--- config.mk ---
export PLATFORM = sky130hd
export DESIGN_NAME = nearest_neighbor_downscaler
export DESIGN_NICKNAME = d
export VERILOG_FILES = /design/src/nnd_pkg.sv /design/src/nnd_size_calc.sv /design/src/nnd_raster.sv /design/src/nnd_out_buf.sv /design/src/nearest_neighbor_downscaler.sv
export SDC_FILE = /design/constraint.sdc
export NUM_CORES = 2
export LEC_CHECK = 0
export BUFFER_PORTS_ARGS = -buffer_cell sky130_fd_sc_hd__buf_2
export CORE_MARGIN = 2
export CORE_UTILIZATION = 60
export CTS_CLUSTER_SIZE = 10
export DETAILED_ROUTE_END_ITERATION = 12
export GPL_TIMING_DRIVEN = 0
export PLACE_DENSITY = 0.88
export SETUP_SLACK_MARGIN = 0.05
export SLEW_MARGIN = 20
export SYNTH_ARGS = -nofsm -noshare
export SYNTH_HDL_FRONTEND = slang
export SYNTH_SLANG_ARGS = --single-unit
--- constraint.sdc ---
create_clock -name clk -period 13.9 [get_ports clk]
set_clock_uncertainty 0.15 [all_clocks]
set_input_delay 3.475 -clock clk [delete_from_list [all_inputs] [get_ports clk]]
set_output_delay 3.475 -clock clk [all_outputs]
set_load 0.05 [all_outputs]
--- src/nnd_pkg.sv ---
// Shared types and constants for the nearest-neighbor downscaler.
package nnd_pkg;

    localparam int CFG_INDEX_W = 2;
    localparam int CFG_SIDE_W  = 14;
    localparam int CFG_MAX_W   = 11;
    localparam int CFG_DATA_W  = 14;

    localparam logic [CFG_SIDE_W-1:0] SOURCE_WIDTH_RESET  = 14'd640;
    localparam logic [CFG_SIDE_W-1:0] SOURCE_HEIGHT_RESET = 14'd480;
    localparam logic [CFG_MAX_W-1:0]  MAX_DIMENSION_RESET = 11'd512;

    localparam logic [CFG_MAX_W-1:0]  MAX_DIMENSION_LOW  = 11'd256;
    localparam logic [CFG_MAX_W-1:0]  MAX_DIMENSION_HIGH = 11'd1024;

    localparam int QUOT_W  = CFG_MAX_W;
    localparam int PIXEL_W = 32;

    typedef enum logic [CFG_INDEX_W-1:0] {
        CFG_SOURCE_WIDTH  = 2'd0,
        CFG_SOURCE_HEIGHT = 2'd1,
        CFG_MAX_DIMENSION = 2'd2
    } cfg_index_t;

    typedef enum logic [1:0] {
        CALC_IDLE,
        CALC_LOAD,
        CALC_DIV,
        CALC_FINISH
    } calc_state_t;

    typedef struct packed {
        logic       row_end;
        logic       frame_end;
        logic [7:0] alpha;
        logic [7:0] red;
        logic [7:0] green;
        logic [7:0] blue;
    } pixel_t;

endpackage

--- src/nnd_size_calc.sv ---
// Configuration registers and sequential output-size calculation.
module nnd_size_calc
    import nnd_pkg::*;
#(
    parameter int MAX_SIDE = 8192,
    parameter int SW = 14
)
(
    input  logic                   clk,
    input  logic                   rst_n,
    input  logic                   cfg_valid,
    input  logic [CFG_INDEX_W-1:0] cfg_index,
    input  logic [CFG_DATA_W-1:0]  cfg_data,
    output logic                   restart,
    output logic                   busy,
    output logic [SW-1:0]          eff_w,
    output logic [SW-1:0]          eff_h,
    output logic [SW-1:0]          out_w,
    output logic [SW-1:0]          out_h
);

    localparam int EW = (SW > CFG_SIDE_W) ? SW : CFG_SIDE_W;
    localparam int LW = (SW > CFG_MAX_W) ? SW : CFG_MAX_W;
    localparam int NW = SW + CFG_MAX_W + 1;
    localparam int CW = $clog2(QUOT_W);

    logic [CFG_SIDE_W-1:0] src_w_reg;
    logic [CFG_SIDE_W-1:0] src_h_reg;
    logic [CFG_MAX_W-1:0]  max_dim_reg;

    calc_state_t state_reg;
    calc_state_t state_next;

    logic [SW-1:0]     eff_w_reg;
    logic [SW-1:0]     eff_h_reg;
    logic              scale_reg;
    logic [NW-1:0]     rem_w_reg;
    logic [NW-1:0]     rem_h_reg;
    logic [NW-1:0]     dsh_reg;
    logic [QUOT_W-1:0] q_w_reg;
    logic [QUOT_W-1:0] q_h_reg;
    logic [CW-1:0]     cnt_reg;
    logic [SW-1:0]     out_w_reg;
    logic [SW-1:0]     out_h_reg;

    logic [EW-1:0]        wide_w;
    logic [EW-1:0]        wide_h;
    logic [SW-1:0]        eff_w_c;
    logic [SW-1:0]        eff_h_c;
    logic [CFG_MAX_W-1:0] m_c;
    logic [SW-1:0]        longest_c;
    logic                 take_w;
    logic                 take_h;
    logic [QUOT_W-1:0]    q_w_fix;
    logic [QUOT_W-1:0]    q_h_fix;

    always_comb
    begin
        restart = 1'b0;
        if (cfg_valid)
        begin
            case (cfg_index)
                CFG_SOURCE_WIDTH:  restart = 1'b1;
                CFG_SOURCE_HEIGHT: restart = 1'b1;
                CFG_MAX_DIMENSION: restart = 1'b1;
                default:           restart = 1'b0;
            endcase
        end
    end

    always_ff @(posedge clk or negedge rst_n)
    begin
        if (!rst_n)
        begin
            src_w_reg   <= SOURCE_WIDTH_RESET;
            src_h_reg   <= SOURCE_HEIGHT_RESET;
            max_dim_reg <= MAX_DIMENSION_RESET;
        end
        else if (cfg_valid)
        begin
            case (cfg_index)
                CFG_SOURCE_WIDTH:  src_w_reg   <= cfg_data[CFG_SIDE_W-1:0];
                CFG_SOURCE_HEIGHT: src_h_reg   <= cfg_data[CFG_SIDE_W-1:0];
                CFG_MAX_DIMENSION: max_dim_reg <= cfg_data[CFG_MAX_W-1:0];
                default:           ;
            endcase
        end
    end

    always_comb
    begin
        wide_w = EW'(src_w_reg);
        wide_h = EW'(src_h_reg);
        if (wide_w == '0)
            eff_w_c = SW'(1);
        else if (wide_w > EW'(MAX_SIDE))
            eff_w_c = SW'(MAX_SIDE);
        else
            eff_w_c = SW'(wide_w);
        if (wide_h == '0)
            eff_h_c = SW'(1);
        else if (wide_h > EW'(MAX_SIDE))
            eff_h_c = SW'(MAX_SIDE);
        else
            eff_h_c = SW'(wide_h);
        if (max_dim_reg < MAX_DIMENSION_LOW)
            m_c = MAX_DIMENSION_LOW;
        else if (max_dim_reg > MAX_DIMENSION_HIGH)
            m_c = MAX_DIMENSION_HIGH;
        else
            m_c = max_dim_reg;
        longest_c = (eff_w_c > eff_h_c) ? eff_w_c : eff_h_c;
    end

    assign take_w  = rem_w_reg >= dsh_reg;
    assign take_h  = rem_h_reg >= dsh_reg;
    assign q_w_fix = (q_w_reg == '0) ? QUOT_W'(1) : q_w_reg;
    assign q_h_fix = (q_h_reg == '0) ? QUOT_W'(1) : q_h_reg;

    always_comb
    begin
        state_next = state_reg;
        case (state_reg)
            CALC_IDLE:   state_next = CALC_IDLE;
            CALC_LOAD:   state_next = CALC_DIV;
            CALC_DIV:    state_next = (cnt_reg == '0) ? CALC_FINISH : CALC_DIV;
            CALC_FINISH: state_next = CALC_IDLE;
            default:     state_next = CALC_IDLE;
        endcase
        if (restart)
            state_next = CALC_LOAD;
    end

    always_ff @(posedge clk or negedge rst_n)
    begin
        if (!rst_n)
            state_reg <= CALC_LOAD;
        else
            state_reg <= state_next;
    end

    always_ff @(posedge clk)
    begin
        case (state_reg)
            CALC_LOAD:
            begin
                eff_w_reg <= eff_w_c;
                eff_h_reg <= eff_h_c;
                scale_reg <= LW'(longest_c) > LW'(m_c);
                rem_w_reg <= ((NW'(eff_w_c) * NW'(m_c)) << 1) + NW'(longest_c);
                rem_h_reg <= ((NW'(eff_h_c) * NW'(m_c)) << 1) + NW'(longest_c);
                dsh_reg   <= NW'(longest_c) << QUOT_W;
                cnt_reg   <= CW'(QUOT_W - 1);
            end
            CALC_DIV:
            begin
                if (take_w)
                    rem_w_reg <= rem_w_reg - dsh_reg;
                if (take_h)
                    rem_h_reg <= rem_h_reg - dsh_reg;
                q_w_reg <= {q_w_reg[QUOT_W-2:0], take_w};
                q_h_reg <= {q_h_reg[QUOT_W-2:0], take_h};
                dsh_reg <= dsh_reg >> 1;
                cnt_reg <= cnt_reg - CW'(1);
            end
            CALC_FINISH:
            begin
                out_w_reg <= scale_reg ? SW'(q_w_fix) : eff_w_reg;
                out_h_reg <= scale_reg ? SW'(q_h_fix) : eff_h_reg;
            end
            default:
            begin
            end
        endcase
    end

    assign busy  = state_reg != CALC_IDLE;
    assign eff_w = eff_w_reg;
    assign eff_h = eff_h_reg;
    assign out_w = out_w_reg;
    assign out_h = out_h_reg;

endmodule

--- src/nnd_raster.sv ---
// Raster position counters and nearest-neighbor keep decision.
module nnd_raster
    import nnd_pkg::*;
#(
    parameter int SW = 14
)
(
    input  logic          clk,
    input  logic          rst_n,
    input  logic          clear,
    input  logic          advance,
    input  logic [SW-1:0] eff_w,
    input  logic [SW-1:0] eff_h,
    input  logic [SW-1:0] out_w,
    input  logic [SW-1:0] out_h,
    output logic          kept,
    output logic          row_end,
    output logic          frame_end
);

    localparam int PW = 2 * SW;

    logic [SW-1:0] src_col_reg;
    logic [SW-1:0] src_row_reg;
    logic [SW-1:0] out_col_reg;
    logic [SW-1:0] out_row_reg;
    logic [PW-1:0] col_num_reg;
    logic [PW-1:0] row_num_reg;
    logic [PW-1:0] col_pos_reg;
    logic [PW-1:0] row_pos_reg;

    logic row_kept;
    logic col_kept;
    logic last_col;
    logic last_row;

    assign row_kept  = (row_pos_reg <= row_num_reg)
                     && (row_num_reg < row_pos_reg + PW'(out_h));
    assign col_kept  = (col_pos_reg <= col_num_reg)
                     && (col_num_reg < col_pos_reg + PW'(out_w));
    assign kept      = row_kept && col_kept;
    assign row_end   = ({1'b0, out_col_reg} + (SW+1)'(1)) == {1'b0, out_w};
    assign frame_end = row_end
                     && (({1'b0, out_row_reg} + (SW+1)'(1)) == {1'b0, out_h});
    assign last_col  = ({1'b0, src_col_reg} + (SW+1)'(1)) >= {1'b0, eff_w};
    assign last_row  = ({1'b0, src_row_reg} + (SW+1)'(1)) >= {1'b0, eff_h};

    always_ff @(posedge clk or negedge rst_n)
    begin
        if (!rst_n)
        begin
            src_col_reg <= '0;
            src_row_reg <= '0;
            out_col_reg <= '0;
            out_row_reg <= '0;
            col_num_reg <= '0;
            row_num_reg <= '0;
            col_pos_reg <= '0;
            row_pos_reg <= '0;
        end
        else if (clear)
        begin
            src_col_reg <= '0;
            src_row_reg <= '0;
            out_col_reg <= '0;
            out_row_reg <= '0;
            col_num_reg <= '0;
            row_num_reg <= '0;
            col_pos_reg <= '0;
            row_pos_reg <= '0;
        end
        else if (advance)
        begin
            if (last_col)
            begin
                src_col_reg <= '0;
                col_pos_reg <= '0;
                out_col_reg <= '0;
                col_num_reg <= '0;
                if (last_row)
                begin
                    src_row_reg <= '0;
                    row_pos_reg <= '0;
                    out_row_reg <= '0;
                    row_num_reg <= '0;
                end
                else
                begin
                    src_row_reg <= src_row_reg + SW'(1);
                    row_pos_reg <= row_pos_reg + PW'(out_h);
                    if (row_kept)
                    begin
                        out_row_reg <= out_row_reg + SW'(1);
                        row_num_reg <= row_num_reg + PW'(eff_h);
                    end
                end
            end
            else
            begin
                src_col_reg <= src_col_reg + SW'(1);
                col_pos_reg <= col_pos_reg + PW'(out_w);
                if (kept)
                begin
                    out_col_reg <= out_col_reg + SW'(1);
                    col_num_reg <= col_num_reg + PW'(eff_w);
                end
            end
        end
    end

endmodule

--- src/nnd_out_buf.sv ---
// Two-entry output buffer with skid register for the result stream.
module nnd_out_buf
    import nnd_pkg::*;
(
    input  logic   clk,
    input  logic   rst_n,
    input  logic   in_valid,
    output logic   in_ready,
    input  pixel_t in_item,
    output logic   out_valid,
    input  logic   out_ready,
    output pixel_t out_item
);

    logic   out_valid_reg;
    logic   skid_valid_reg;
    pixel_t out_item_reg;
    pixel_t skid_item_reg;

    assign in_ready = !skid_valid_reg;

    always_ff @(posedge clk or negedge rst_n)
    begin
        if (!rst_n)
        begin
            out_valid_reg  <= 1'b0;
            skid_valid_reg <= 1'b0;
        end
        else if (!out_valid_reg || out_ready)
        begin
            if (skid_valid_reg)
            begin
                out_valid_reg  <= 1'b1;
                skid_valid_reg <= 1'b0;
            end
            else
            begin
                out_valid_reg <= in_valid;
            end
        end
        else if (in_valid)
        begin
            skid_valid_reg <= 1'b1;
        end
    end

    always_ff @(posedge clk)
    begin
        if (!out_valid_reg || out_ready)
        begin
            if (skid_valid_reg)
                out_item_reg <= skid_item_reg;
            else if (in_valid)
                out_item_reg <= in_item;
        end
        else if (in_valid)
        begin
            skid_item_reg <= in_item;
        end
    end

    assign out_valid = out_valid_reg;
    assign out_item  = out_item_reg;

endmodule

--- src/nearest_neighbor_downscaler.sv ---
// Top level of the nearest-neighbor frame downscaler.
//
// Accepts one RGBA source pixel per clock in raster order while s_tready is
// high and emits the kept pixels in BGRA order, with tuser marking the last
// pixel of an output row and tlast the last pixel of the output frame. The
// keep decision depends only on the raster counters, so a dropped pixel is
// taken even while the output is stalled; kept pixels pass through a two-entry
// output buffer. After reset and after every register write the output size
// is recomputed by a bit-per-cycle divider: s_tready stays low while it runs,
// and the counters restart at the top of a frame.
module nearest_neighbor_downscaler
    import nnd_pkg::*;
#(
    parameter int MAX_SIDE = 8192
)
(
    input  logic                   clk,
    input  logic                   rst_n,
    input  logic                   s_tvalid,
    output logic                   s_tready,
    input  logic [PIXEL_W-1:0]     s_tdata,   // red, green, blue, alpha
    output logic                   m_tvalid,
    input  logic                   m_tready,
    output logic [PIXEL_W-1:0]     m_tdata,   // out_blue, out_green, out_red, out_alpha
    output logic                   m_tlast,
    output logic                   m_tuser,   // row_end
    input  logic                   cfg_valid,
    output logic                   cfg_ready,
    input  logic [CFG_INDEX_W-1:0] cfg_index,
    input  logic [CFG_DATA_W-1:0]  cfg_data
);

    localparam int SW = $clog2(MAX_SIDE + 1);

    logic          restart;
    logic          busy;
    logic [SW-1:0] eff_w;
    logic [SW-1:0] eff_h;
    logic [SW-1:0] out_w;
    logic [SW-1:0] out_h;
    logic          kept;
    logic          row_end;
    logic          frame_end;
    logic          accept;
    logic          buf_ready;
    pixel_t        in_item;
    pixel_t        out_item;

    assign cfg_ready = 1'b1;

    nnd_size_calc #(
        .MAX_SIDE (MAX_SIDE),
        .SW       (SW)
    ) u_size_calc (
        .clk       (clk),
        .rst_n     (rst_n),
        .cfg_valid (cfg_valid),
        .cfg_index (cfg_index),
        .cfg_data  (cfg_data),
        .restart   (restart),
        .busy      (busy),
        .eff_w     (eff_w),
        .eff_h     (eff_h),
        .out_w     (out_w),
        .out_h     (out_h)
    );

    assign s_tready = !busy && (!kept || buf_ready);
    assign accept   = s_tvalid && s_tready;

    nnd_raster #(
        .SW (SW)
    ) u_raster (
        .clk       (clk),
        .rst_n     (rst_n),
        .clear     (restart),
        .advance   (accept),
        .eff_w     (eff_w),
        .eff_h     (eff_h),
        .out_w     (out_w),
        .out_h     (out_h),
        .kept      (kept),
        .row_end   (row_end),
        .frame_end (frame_end)
    );

    always_comb
    begin
        in_item.row_end   = row_end;
        in_item.frame_end = frame_end;
        in_item.red       = s_tdata[7:0];
        in_item.green     = s_tdata[15:8];
        in_item.blue      = s_tdata[23:16];
        in_item.alpha     = s_tdata[31:24];
    end

    nnd_out_buf u_out_buf (
        .clk       (clk),
        .rst_n     (rst_n),
        .in_valid  (accept && kept),
        .in_ready  (buf_ready),
        .in_item   (in_item),
        .out_valid (m_tvalid),
        .out_ready (m_tready),
        .out_item  (out_item)
    );

    assign m_tdata = {out_item.alpha, out_item.red, out_item.green, out_item.blue};
    assign m_tlast = out_item.frame_end;
    assign m_tuser = out_item.row_end;

endmodule

==> qor.yml <==
status: "completed"
p_leak_nw: 19.5
syn-cell-area_um2: 40000
area_growth_pct: 8.19
die_area_um2: 68700
synth_ff_type: "edfxtp_1"
grt_pass1_vias: 33300
synth_top_area_share_pct: 17.1
yosysUniqueCellTypes: 92
cp_max_fo: 9
hold_buffers: 0
power_density_nw_per_um2: 207
drv_slew: 0
die_x_um: 262
setup_viol_count_final: 0
first_pass_iters: 7
io_pins: 90
clock_latency_ns: 0.65
tns_ns: 0
rsz0062_at_grt: "no"
worst_slack_ns: 3.95
stdcell_count: 5363
rr_endpoint: "u_size_calc.rem_w_reg[25]"
vias: 34100
start_kind: "flip-flop"
antenna_found_initial: 3
power.internal_mw: 4.61
cts_tree: "built"
syn-num-nets: 5015
htree_num_levels: 2
drt_iter0_drc: 3821
drtAntennaViolNets: 0
wl_per_cell_um: 20.9
crit_arrival_ns: 6.32
synth_common_cells: "inv_1 (499), nand2_1 (450), ha_1 (431)"
cts_resized: 0
fillers: 5012
max_freq_mhz: 101
yosys-top-cells-area: "edfxtp_1 (17%), ha_1 (13%), dfrtp_1 (13%)"
p_switching_mw: 4.33
max-cap-violations: 0
reg2reg_from: "u_size_calc.max_dim_reg[10]"
gr-total-overflow: 0
cp-end-kind: "output pin"
cts_sinks: 439
totalWireLength_mm: 112
grt_usage_pct: 32.4
vias_per_cell: 6.35
switching_share_pct: 48.4
hold_path_end: "u_size_calc.state_reg[0]"
critPathKind: "reg2out"
clk_pin_slew_ns: 0.06
dpl.cell_count: 5269
power_frac_comb_pct: 63.1
core_area_um2: 65900
p_seq_share_pct: 22.2
drc: 0
post_cts_buffers: 0
final-hold-violation-count: 0
slew_headroom_pct: 20.6
yosysMostFrequentCell: "inv_1"
ys_seq_area_share_pct: 30.4
syn_avg_cell_area_um2: 9.27
hold_path.class: "reg2reg"
hold_depth: 1
ys_seq_elements: 439
finalCriticalPeriod_ns: 9.95
synthCells: 4309
grt_pass1_wl_mm: 175
cp.required_ns: 10.27
pre_cts_slack_ns: 4.63
nNetsFinal: 5164
clockBufferDepth: 3
ys_async_sr_fraction_pct: 48.1
port_buffers: 88
synth-warning-count: 0
drive_above_1_share_pct: 7.29
worst_pin_slew_ns: 1.16
reg2regPathDepth: 25
reg2reg_slack_ns: 4.29
die_y_um: 262
max-vdd-ir-drop_mv: 0.154
synth_edf_count: 228
dp_hpwl_mm: 85.5
cts_root_buf: "clkbuf_16"
rows: 94
clock_power_share_pct: 14.7
yosysTopAreaCell: "edfxtp_1"
gp_congestion: 0.997
grt_max_degree: 90
cts_buffers: 51
initial_utilization_pct: 60.7
hp-start: "u_size_calc.cnt_reg[3]"
finalCritPeriodShare_pct: 71.6
[power groups by stage]
stage / clock [mW] / sequential (mW) / combinational [mW]
4_1_cts: 1.32 / 1.97 / 5.52
3_5_place_dp: 0 / 1.99 / 5.45
5_1_grt: 1.36 / 2.01 / 6.18
3_3_place_gp: 0 / 1.98 / 5.26
6_report: 1.32 / 1.98 / 5.65
2_1_floorplan: 0 / 1.97 / 4.04
[layer usage]
layer / up-vias / share of wire (%) / global-route usage (%)
met1: 16200 / 37 / 40.9
met5: - / 0.011 / 0
li1: 15400 / - / -
met2: 1987 / 46 / 52.4
met3: 477 / 10 / 5.84
met4: 2 / 6.6 / 18.9
[metrics by stage]
stage               utilization [%]  hold slack [ns]  instance area (um^2)  power [mW]
finish                         65.6            0.306                 43200        8.95
global placement               63.0            0.286                 41500        7.24
CTS                            65.6            0.304                 43200        8.82
global route                   65.6            0.308                 43200        9.56
detailed placement             63.2            0.293                 41600        7.44
floorplan                         -            0.270                 40000        6.01
[how the worst max path moves through the flow]
stage                                            from                           to  slack [ns]  cells past startpoint
after CTS                        u_size_calc.out_h[5]                     s_tready        4.10                     19
after global placement           u_size_calc.out_h[5]  u_out_buf.skid_item_reg[10]        3.36                     18
after detailed placement  u_size_calc.max_dim_reg[10]    u_size_calc.rem_w_reg[24]        4.63                     28
after global routing             u_size_calc.out_h[5]                     s_tready        3.77                     19
after floorplan                  u_size_calc.out_h[5]   u_out_buf.skid_item_reg[0]        5.99                     18
final                            u_size_calc.out_h[5]                     s_tready        3.95                     19
[placed cells by master, fill, tap and decap left out, drive strengths merged, types with 50 or more instances in the layout]
cell type and count:
edfxtp 228, ha 431, inv 500, nor2 328, o21ai 220, mux2 91
xnor2 147, dfrtp 203, nand3 123, fa 222, a21o 78, xor2 112
buf 137, nor3 60, nand2 451, clkbuf 192, nand4 50, o31ai 74
a21oi 233
[cell type report]
type / instances / area [um^2] / share of cell area, %
Antenna cell: 2 / 5.00 / 0.0116
Tap cell: 864 / 1080 / 2.50
Clock buffer: 87 / 1440 / 3.33
Inverter: 515 / 1930 / 4.47
Multi-Input combinational cell: 3209 / 25300 / 58.5
Clock inverter: 5 / 150 / 0.347
Timing Repair Buffer: 96 / 563 / 1.30
Sequential cell: 439 / 12100 / 28.1
Buffer: 146 / 611 / 1.41
[cell families (layout without fill, tap and decap cells)]
| logic type | after synthesis | count (layout) | share of synthesized area [%] |
|---|---|---|---|
| compound gates | 902 | 902 | 14.7 |
| buf+inv | 661 | 849 | 6.37 |
| flops | 439 | 439 | 30.4 |
| xor+xnor | 259 | 259 | 5.68 |
| fa+ha+maj | 653 | 653 | 24.6 |
| other cells | 1 | 3 | 0.00939 |
| simple gates | 1268 | 1268 | 14.9 |
| mux | 126 | 126 | 3.44 |
[critical path, stage by stage (launching register included)]
cell and delay (ns):
edfxtp_1 0.47, ha_1 0.37, o21ai_0 0.12, a21boi_0 0.36
o211ai_1 0.20, a21oi_1 0.23, nor3_1 0.11, nor4b_2 0.87
nand3_1 0.28, xor2_1 0.21, ha_1 0.29, a21o_1 0.19
a21oi_1 0.13, o21ai_0 0.12, a211oi_1 0.37, o31a_1 0.39
and3_1 0.27, nand2_1 0.22, o21a_1 0.27, buf_2 0.22
Power figures use the tool's default switching activity.
